--- src/rtl/core/afe_pkg.sv ---
// Shared types and constants for the audio fade envelope unit.
// Used by afe_ctrl, afe_datapath and audio_fade_envelope_unit; depends on nothing.
package afe_pkg;

  localparam int unsigned SMP_W  = 16;              // audio sample width
  localparam int unsigned LEN_W  = 18;              // fade length register width
  localparam int unsigned CNT_W  = 19;              // signed fade counter width
  localparam int unsigned MAG_W  = LEN_W;           // gain magnitude width
  localparam int unsigned ABS_W  = SMP_W + 1;       // sample magnitude width
  localparam int unsigned PROD_W = ABS_W + MAG_W;   // product width
  localparam int unsigned QUO_W  = 17;              // quotient bits developed
  localparam int unsigned STEP_W = $clog2(QUO_W);

  localparam logic [LEN_W-1:0] LEN_RESET   = LEN_W'(66150);
  localparam logic [QUO_W-1:0] SAT_POS_MAG = QUO_W'(32767);
  localparam logic [QUO_W-1:0] SAT_NEG_MAG = QUO_W'(32768);
  localparam logic [SMP_W-1:0] SAT_POS     = 16'h7FFF;
  localparam logic [SMP_W-1:0] SAT_NEG     = 16'h8000;

  typedef enum logic [1:0] {
    REQ_SAMPLE    = 2'd0,
    REQ_START     = 2'd1,
    REQ_FADE_DOWN = 2'd2,
    REQ_STOP      = 2'd3
  } req_e;

  typedef enum logic [2:0] {
    ST_IDLE,
    ST_MUL,
    ST_INIT,
    ST_DIV,
    ST_FIN
  } state_e;

  typedef struct packed {
    logic [1:0]              req_type;
    logic signed [SMP_W-1:0] sample_in;
  } in_word_t;

  typedef struct packed {
    logic signed [SMP_W-1:0] sample_out;
    logic                    fade_done;
  } out_word_t;

  typedef struct packed {
    logic take;
    logic mul_en;
    logic div_init;
    logic div_step;
    logic load_out;
  } ctrl_cmd_t;

  typedef struct packed {
    logic has_result;
    logic div_last;
  } dp_status_t;

endpackage

--- src/rtl/core/afe_ctrl.sv ---
// Sequencer for the audio fade envelope unit: handshakes and datapath commands.
// Depends on afe_pkg.
module afe_ctrl (
  input  logic                clk_i,
  input  logic                rst_ni,
  input  logic                in_valid_i,
  output logic                in_ready_o,
  output logic                out_valid_o,
  input  logic                out_ready_i,
  input  afe_pkg::dp_status_t status_i,
  output afe_pkg::ctrl_cmd_t  cmd_o
);

  afe_pkg::state_e state_q, state_d;
  logic            out_valid_q, out_valid_d;
  logic            out_free;

  assign out_free = !out_valid_q || out_ready_i;

  // next state
  always_comb begin
    state_d = state_q;
    case (state_q)
      afe_pkg::ST_IDLE: begin
        if (in_valid_i && status_i.has_result) state_d = afe_pkg::ST_MUL;
      end
      afe_pkg::ST_MUL:  state_d = afe_pkg::ST_INIT;
      afe_pkg::ST_INIT: state_d = afe_pkg::ST_DIV;
      afe_pkg::ST_DIV: begin
        if (status_i.div_last) state_d = afe_pkg::ST_FIN;
      end
      afe_pkg::ST_FIN: begin
        if (out_free) state_d = afe_pkg::ST_IDLE;
      end
      default: state_d = afe_pkg::ST_IDLE;
    endcase
  end

  // outputs
  always_comb begin
    cmd_o      = '0;
    in_ready_o = 1'b0;
    case (state_q)
      afe_pkg::ST_IDLE: begin
        in_ready_o = 1'b1;
        cmd_o.take = in_valid_i;
      end
      afe_pkg::ST_MUL:  cmd_o.mul_en   = 1'b1;
      afe_pkg::ST_INIT: cmd_o.div_init = 1'b1;
      afe_pkg::ST_DIV:  cmd_o.div_step = 1'b1;
      afe_pkg::ST_FIN:  cmd_o.load_out = out_free;
      default: ;
    endcase
  end

  always_comb begin
    out_valid_d = out_valid_q;
    if (cmd_o.load_out)   out_valid_d = 1'b1;
    else if (out_ready_i) out_valid_d = 1'b0;
  end

  assign out_valid_o = out_valid_q;

  always_ff @(posedge clk_i or negedge rst_ni) begin
    if (!rst_ni) begin
      state_q     <= afe_pkg::ST_IDLE;
      out_valid_q <= 1'b0;
    end else begin
      state_q     <= state_d;
      out_valid_q <= out_valid_d;
    end
  end

  a_cmd_no_result: assert property (@(posedge clk_i) disable iff (!rst_ni)
    cmd_o.take && !status_i.has_result |=> state_q == afe_pkg::ST_IDLE)
    else $error("command word left the idle state");

  a_div_to_fin: assert property (@(posedge clk_i) disable iff (!rst_ni)
    state_q == afe_pkg::ST_DIV && status_i.div_last |=> state_q == afe_pkg::ST_FIN)
    else $error("divider finished but result not formed");

  a_load_free: assert property (@(posedge clk_i) disable iff (!rst_ni)
    cmd_o.load_out |-> !out_valid_q || out_ready_i)
    else $error("output register overwritten while held");

  a_load_valid: assert property (@(posedge clk_i) disable iff (!rst_ni)
    cmd_o.load_out |=> out_valid_o)
    else $error("loaded result not presented");

endmodule

--- src/rtl/core/afe_datapath.sv ---
// Datapath of the audio fade envelope unit: fade counter, multiplier,
// restoring divider and output register. Depends on afe_pkg.
module afe_datapath (
  input  logic                       clk_i,
  input  logic                       rst_ni,
  input  logic                       cfg_we_i,
  input  logic [afe_pkg::LEN_W-1:0]  cfg_wdata_i,
  input  afe_pkg::in_word_t          in_word_i,
  input  afe_pkg::ctrl_cmd_t         cmd_i,
  output afe_pkg::dp_status_t        status_o,
  output afe_pkg::out_word_t         out_word_o
);

  logic [afe_pkg::LEN_W-1:0]        len_q;
  logic signed [afe_pkg::CNT_W-1:0] cnt_q, cnt_d;
  logic                             active_q, active_d;

  logic [afe_pkg::SMP_W-1:0]        smp_q;
  logic [afe_pkg::ABS_W-1:0]        abs_q, abs_d;
  logic                             neg_q;
  logic [afe_pkg::MAG_W-1:0]        mag_q, mag_d;
  logic                             bypass_q, bypass_d;
  logic                             done_q, done_d;

  logic [afe_pkg::PROD_W-1:0]       prod_q;
  logic [afe_pkg::MAG_W-1:0]        rem_q, rem_d;
  logic [afe_pkg::QUO_W-1:0]        acc_q, acc_d;
  logic                             ovf_q;
  logic [afe_pkg::STEP_W-1:0]       step_q;

  logic [afe_pkg::LEN_W-1:0]        div;
  afe_pkg::req_e                    req;
  logic signed [afe_pkg::CNT_W-1:0] cnt_dec;
  logic signed [afe_pkg::CNT_W:0]   neg_div;

  logic [afe_pkg::MAG_W:0]          trial, diff;
  logic                             ge;
  logic [afe_pkg::SMP_W-1:0]        res;

  assign div     = (len_q == '0) ? afe_pkg::LEN_W'(1) : len_q;
  assign req     = afe_pkg::req_e'(in_word_i.req_type);
  assign cnt_dec = cnt_q - afe_pkg::CNT_W'(1);
  assign neg_div = -$signed({2'b00, div});

  assign status_o = '{
    has_result: (req == afe_pkg::REQ_SAMPLE) && active_q,
    div_last:   (step_q == afe_pkg::STEP_W'(afe_pkg::QUO_W - 1))
  };

  // fade counter update for the word being taken
  always_comb begin
    cnt_d    = cnt_q;
    active_d = active_q;
    mag_d    = '0;
    bypass_d = 1'b0;
    done_d   = 1'b0;
    abs_d    = in_word_i.sample_in[afe_pkg::SMP_W-1]
             ? afe_pkg::ABS_W'(-$signed({in_word_i.sample_in[afe_pkg::SMP_W-1],
                                          in_word_i.sample_in}))
             : {1'b0, in_word_i.sample_in};
    case (req)
      afe_pkg::REQ_START: begin
        active_d = 1'b1;
        cnt_d    = -afe_pkg::CNT_W'(1);
      end
      afe_pkg::REQ_FADE_DOWN: begin
        if (active_q) begin
          if (cnt_q < 0)       cnt_d = -cnt_q;
          else if (cnt_q == 0) cnt_d = $signed({1'b0, div});
        end
      end
      afe_pkg::REQ_STOP: begin
        active_d = 1'b0;
        cnt_d    = '0;
      end
      afe_pkg::REQ_SAMPLE: begin
        if (cnt_q > 0) begin
          cnt_d = cnt_dec;
          mag_d = cnt_dec[afe_pkg::MAG_W-1:0];
          if (cnt_dec == 0) begin
            done_d   = 1'b1;
            active_d = 1'b0;
          end
        end else if (cnt_q < 0) begin
          mag_d = afe_pkg::MAG_W'(-cnt_dec);
          // fade-in ends at full level
          if ($signed({cnt_dec[afe_pkg::CNT_W-1], cnt_dec}) <= neg_div) cnt_d = '0;
          else                                                          cnt_d = cnt_dec;
        end else begin
          bypass_d = 1'b1;
        end
      end
      default: ;
    endcase
  end

  // one quotient bit per step
  always_comb begin
    trial = {rem_q, acc_q[afe_pkg::QUO_W-1]};
    ge    = trial >= {1'b0, div};
    diff  = trial - {1'b0, div};
    rem_d = ge ? diff[afe_pkg::MAG_W-1:0] : trial[afe_pkg::MAG_W-1:0];
    acc_d = {acc_q[afe_pkg::QUO_W-2:0], ge};
  end

  // sign, saturate, or pass the sample at full level
  always_comb begin
    if (bypass_q) begin
      res = smp_q;
    end else if (neg_q) begin
      if (ovf_q || acc_q > afe_pkg::SAT_NEG_MAG) res = afe_pkg::SAT_NEG;
      else                                        res = afe_pkg::SMP_W'(-acc_q);
    end else begin
      if (ovf_q || acc_q > afe_pkg::SAT_POS_MAG) res = afe_pkg::SAT_POS;
      else                                        res = acc_q[afe_pkg::SMP_W-1:0];
    end
  end

  always_ff @(posedge clk_i or negedge rst_ni) begin
    if (!rst_ni) begin
      len_q    <= afe_pkg::LEN_RESET;
      cnt_q    <= '0;
      active_q <= 1'b0;
    end else begin
      if (cfg_we_i) len_q <= cfg_wdata_i;
      if (cmd_i.take) begin
        cnt_q    <= cnt_d;
        active_q <= active_d;
      end
    end
  end

  always_ff @(posedge clk_i) begin
    if (cmd_i.take) begin
      smp_q    <= in_word_i.sample_in;
      abs_q    <= abs_d;
      neg_q    <= in_word_i.sample_in[afe_pkg::SMP_W-1];
      mag_q    <= mag_d;
      bypass_q <= bypass_d;
      done_q   <= done_d;
    end
    if (cmd_i.mul_en) prod_q <= afe_pkg::PROD_W'(abs_q) * afe_pkg::PROD_W'(mag_q);
    if (cmd_i.div_init) begin
      rem_q  <= prod_q[afe_pkg::PROD_W-1:afe_pkg::QUO_W];
      acc_q  <= prod_q[afe_pkg::QUO_W-1:0];
      ovf_q  <= prod_q[afe_pkg::PROD_W-1:afe_pkg::QUO_W] >= div;
      step_q <= '0;
    end else if (cmd_i.div_step) begin
      rem_q  <= rem_d;
      acc_q  <= acc_d;
      step_q <= step_q + afe_pkg::STEP_W'(1);
    end
    if (cmd_i.load_out) begin
      out_word_o.sample_out <= res;
      out_word_o.fade_done  <= done_q;
    end
  end

endmodule

--- src/rtl/core/audio_fade_envelope_unit.sv ---
// Top level of the audio fade envelope unit.
// Depends on afe_pkg, afe_ctrl and afe_datapath.

// Applies a linear fade to a stream of signed 16-bit samples. Command words
// (start, fade down, stop) and samples while the stream is stopped give no
// result. A sample word of an active stream passes, from acceptance to the
// next acceptance, through these steps: taking it and stepping the fade
// counter, the sample-by-gain multiply, loading the divider, the restoring
// divider that yields one quotient bit per cycle, and moving the result into
// the output register once that register is free. The output register holds a
// finished word while the next input word is accepted. The fade length
// register may be written at any time the unit is idle and takes effect on
// the next word.
module audio_fade_envelope_unit (
  input  logic                      clk_i,
  input  logic                      rst_ni,
  input  logic                      cfg_we_i,
  input  logic [afe_pkg::LEN_W-1:0] cfg_wdata_i,
  input  logic                      in_valid_i,
  output logic                      in_ready_o,
  input  afe_pkg::in_word_t         in_word_i,
  output logic                      out_valid_o,
  input  logic                      out_ready_i,
  output afe_pkg::out_word_t        out_word_o
);

  afe_pkg::ctrl_cmd_t  cmd;
  afe_pkg::dp_status_t status;

  afe_ctrl u_ctrl (
    .clk_i       (clk_i),
    .rst_ni      (rst_ni),
    .in_valid_i  (in_valid_i),
    .in_ready_o  (in_ready_o),
    .out_valid_o (out_valid_o),
    .out_ready_i (out_ready_i),
    .status_i    (status),
    .cmd_o       (cmd)
  );

  afe_datapath u_datapath (
    .clk_i       (clk_i),
    .rst_ni      (rst_ni),
    .cfg_we_i    (cfg_we_i),
    .cfg_wdata_i (cfg_wdata_i),
    .in_word_i   (in_word_i),
    .cmd_i       (cmd),
    .status_o    (status),
    .out_word_o  (out_word_o)
  );

endmodule
--- config.mk ---
export PLATFORM = sky130hd
export DESIGN_NAME = audio_fade_envelope_unit
export DESIGN_NICKNAME = d
export VERILOG_FILES = /design/src/rtl/core/afe_pkg.sv /design/src/rtl/core/afe_ctrl.sv /design/src/rtl/core/afe_datapath.sv /design/src/rtl/core/audio_fade_envelope_unit.sv
export SDC_FILE = /design/constraint.sdc
export NUM_CORES = 1
export LEC_CHECK = 0
export BUFFER_PORTS_ARGS = -buffer_cell sky130_fd_sc_hd__buf_2
export CAP_MARGIN = 30
export CELL_PAD_IN_SITES_DETAIL_PLACEMENT = 1
export CELL_PAD_IN_SITES_GLOBAL_PLACEMENT = 1
export CORE_MARGIN = 2
export CORE_UTILIZATION = 28
export DETAILED_ROUTE_END_ITERATION = 8
export PLACE_DENSITY_LB_ADDON = 0.1
export SLEW_MARGIN = 25
export SYNTH_ARGS = -nofsm -noshare
export SYNTH_HDL_FRONTEND = slang
export SYNTH_SLANG_ARGS = --single-unit
export TNS_END_PERCENT = 5
--- constraint.sdc ---
create_clock -name clk_i -period 12.7 [get_ports clk_i]
set_clock_uncertainty 0.15 [all_clocks]
set_input_delay 1.27 -clock clk_i [delete_from_list [all_inputs] [get_ports clk_i]]
set_output_delay 1.27 -clock clk_i [all_outputs]
set_load 0.01 [all_outputs]
==> summary.txt <==
STA
  – Final hold vios: 0
  – Achievable Freq: 0.136 GHz
  – Setup TNS: 0 ns
  – Setup WS post-layout: 5.37 ns
  – Fin crit share: 57.7%
  – Endpoints failing setup: 0
  – Worst slew pin tran: 1.03 ns
  – Hold_ws: 0.335 ns
  – Setup repair after global routing missed its margin: false
  – Relative slew slack: 31.5%
  – Period minus WS final: 7.33 ns
  – Slew Limit Fails: 0

Layout
  – Ratio of cells with drive above 1 in the final layout: 6.21%
  – Register Area: 5360 um^2
  – Most frequent cells in the layout: 372 x inv_1, 320 x nand2_1, 240 x fa_1
  – Multi-input gate area: 14,000 um^2
  – Fillers: 8,600
  – P&R area growth vs syn: 9.11%
  – Most common cell after layout, fill and taps aside: inv_1
  – Nets: 2,764
  – # diodes: 0

Detailed routing
  – Drt pass-1 iters: 5
  – ANT nets after route: 0
  – Vias post-DR: 15,900
  – DR WL/cell: 20.9 um
  – DRC: 0
  – Initial drt markers: 805
  – Routed WL: 68.7 mm
  – Vias per inst: 4.84

Synth
  – Top cells by area, synth: fa_1 23%, edfxtp_1 20%, ha_1 10%, inv_1 6.6%, nand2_1 5.7%
  – Yosys warning total: 0
  – Post-Synthesis Cells: 2,298
  – Post-synthesis cell type count: 76
  – Number of flops mapped to enable cells by yosys: 140
  – Asr flop ratio synth: 22.5%
  – Prevailing post-synth register cell: edfxtp_1
  – Post-Synthesis Cell Area: 21,100 um^2
  – Sequential share of the synthesized area: 25.4%
  – Synth Area per Inst: 9.19 um^2
  – Yosys top cell by area: fa_1
  – Register bit total from synthesis: 187
  – Synth top area share: 22.8%

Setup path
  – CP max FO: 17
  – WS Path Type: flop to flop
  – FF-to-FF setup slack: 5.37 ns
  – Worst Path Required: 12.74 ns
  – Worst Setup Start Kind: flop
  – Worst Path Arrival: 7.37 ns
  – Setup crit end kind: flop

Clock network
  – H-tree depth: 4
  – Deepest clock path buffer count: 2
  – Clock transition at path regs: 0.08 ns
  – Root Buffer: clkbuf_16
  – Post-CTS setup buffers: 0
  – Post-cts sizing count: 0
  – Worst-skew pair later-pin latency: 0.47 ns
  – CTS Buf Count: 17
  – CTS Hold Buffers Added: 0
  – CTS tree: built
  – Clock sink count: 187

Die
  – Chip width: 279 um
  – IO Pins: 60
  – Core outline area: 74,600 um^2
  – Die ar.: 77,600 um^2
  – Die Ht: 279 um
  – # rows: 100
  – Starting Density: 28.3%

Global route
  – Vias in the first global route: 17,100
  – First-pass GRT wire length: 107 mm
  – All-Layer GR Usage: 18.1%
  – Largest net degree at the start of global routing: 55
  – Remaining global-route overflow: 0
  – Initial antenna violation count: 1

Place
  – PortBufs: 59
  – GPL Wtd Cong: 0.796
  – Detailed placer's ending HPWL: 53.0 mm
  – Pre-CTS WS: 5.43 ns

Power
  – Pleak: 10.4 nW
  – Pwr dens: 156 nW/um^2
  – Maximum vdd drop: 0.109 mV

Run status
  – Status: finished clean

Min path
  – Hold Path Class: flop to flop

Job
  – Max-cap viol count: 0
final cells by class:
| type | count | area share, % |
|---|---|---|
| Multi-Input combinational cell | 1648 | 60.9 |
| Sequential cell | 187 | 23.3 |
| Inverter | 372 | 6.06 |
| Tap cell | 969 | 5.26 |
| Timing Repair Buffer | 80 | 1.96 |
| Clock buffer | 17 | 1.85 |
| Clock inverter | 15 | 0.712 |
Yosys cell counts (7+ instances only):
library cell,count
a31oi_1,11
and3_1,8
or4_1,7
o21ai_0,121
dfrtp_1,36
inv_1,372
nand4_1,15
nand3_1,28
o211ai_1,10
o31ai_1,13
clkbuf_1,84
xnor2_1,79
a21oi_1,105
a221oi_1,15
nor2b_1,18
o21a_1,8
and2_1,149
nor4_1,11
ha_1,177
fa_1,240
nand2_1,320
or3_1,14
nand2b_1,23
nor2_1,85
nor3_1,33
a21o_1,25
edfxtp_1,140
xor2_1,24
mux2i_1,13
where the power goes:
group / internal [mW] / leakage, nW / switching (mW)
clock: 0.266 / 0.290 / 0.297
sequential: 0.891 / 1.86 / 0.179
combinational: 0.784 / 8.26 / 1.19
total: 1.94 / 10.4 / 1.66
final timing paths:
path | from | end | depth (start not counted)
min in group asynchronous | rst_ni | u_datapath.cnt_q[15] | 2
setup reg to reg | u_datapath.mag_q[6] | u_datapath.prod_q[32] | 20
setup / recovery | u_datapath.mag_q[6] | u_datapath.prod_q[32] | 20
max in group asynchronous | rst_ni | u_datapath.cnt_q[6] | 2
hold reg to reg | u_datapath.step_q[4] | u_datapath.step_q[4] | 2
hold / removal | u_datapath.step_q[4] | u_datapath.step_q[4] | 2
layer usage:
layer | GRT usage (%) | up-vias | part of all wire, %
li1 | - | 7524 | -
met5 | 0 | - | 0
met2 | 28.3 | 164 | 44
met1 | 27.2 | 8174 | 52
met4 | 3.94 | 0 | 1.5
met3 | 1.57 | 42 | 2.1
registers in the layout, indices dropped and copies added (netlist names), 3 cells and up:
register / count
u_datapath.prod_q: 35
u_datapath.out_word_o: 17
u_datapath.smp_q: 14
u_datapath.cnt_q: 19
u_datapath.rem_q: 18
u_datapath.abs_q: 17
u_datapath.len_q: 18
u_datapath.mag_q: 18
u_datapath.acc_q: 17
u_datapath.step_q: 5
u_ctrl.state_q: 3
cells by family after synthesis:
family / Yosys count / synth area share [%]
other: 1 / 0.0178
xor gates and xnor gates: 103 / 4.27
buffers and inverters: 464 / 8.31
adders and majority gates: 417 / 33.2
and+or+nand+nor: 746 / 17.5
AOI/OAI and AO/OA: 364 / 10.5
muxes: 16 / 0.776
DFF: 187 / 25.4
worst max-delay path: stages (launching register included):
cell,delay [ns]
edfxtp_1,1.03
nand2_1,0.19
fa_1,0.58
inv_1,0.05
fa_1,0.46
fa_1,0.52
fa_1,0.52
fa_1,0.58
inv_1,0.07
fa_1,0.53
inv_1,0.04
ha_1,0.38
a21o_1,0.21
a21oi_1,0.19
o221ai_1,0.20
or4_1,0.51
a21oi_1,0.21
o31ai_1,0.11
a21oi_1,0.22
o21ai_0,0.13
xor2_1,0.16
per-stage QoR:
| stage | instances | power (mW) | util [%] | cell area [um^2] |
|---|---|---|---|---|
| 6_report | 3288 | 3.60 | 30.9 | 23000 |
| 5_1_grt | 3288 | 3.94 | 30.9 | 23000 |
| 4_1_cts | 3288 | 3.65 | 30.9 | 23000 |
| 3_5_place_dp | 3256 | 3.05 | 30.1 | 22400 |
| 3_3_place_gp | 3255 | 3.03 | 30.1 | 22400 |
| 2_1_floorplan | 2299 | 2.46 | - | 21100 |
Note: power is estimated with default switching activity, not from simulation.
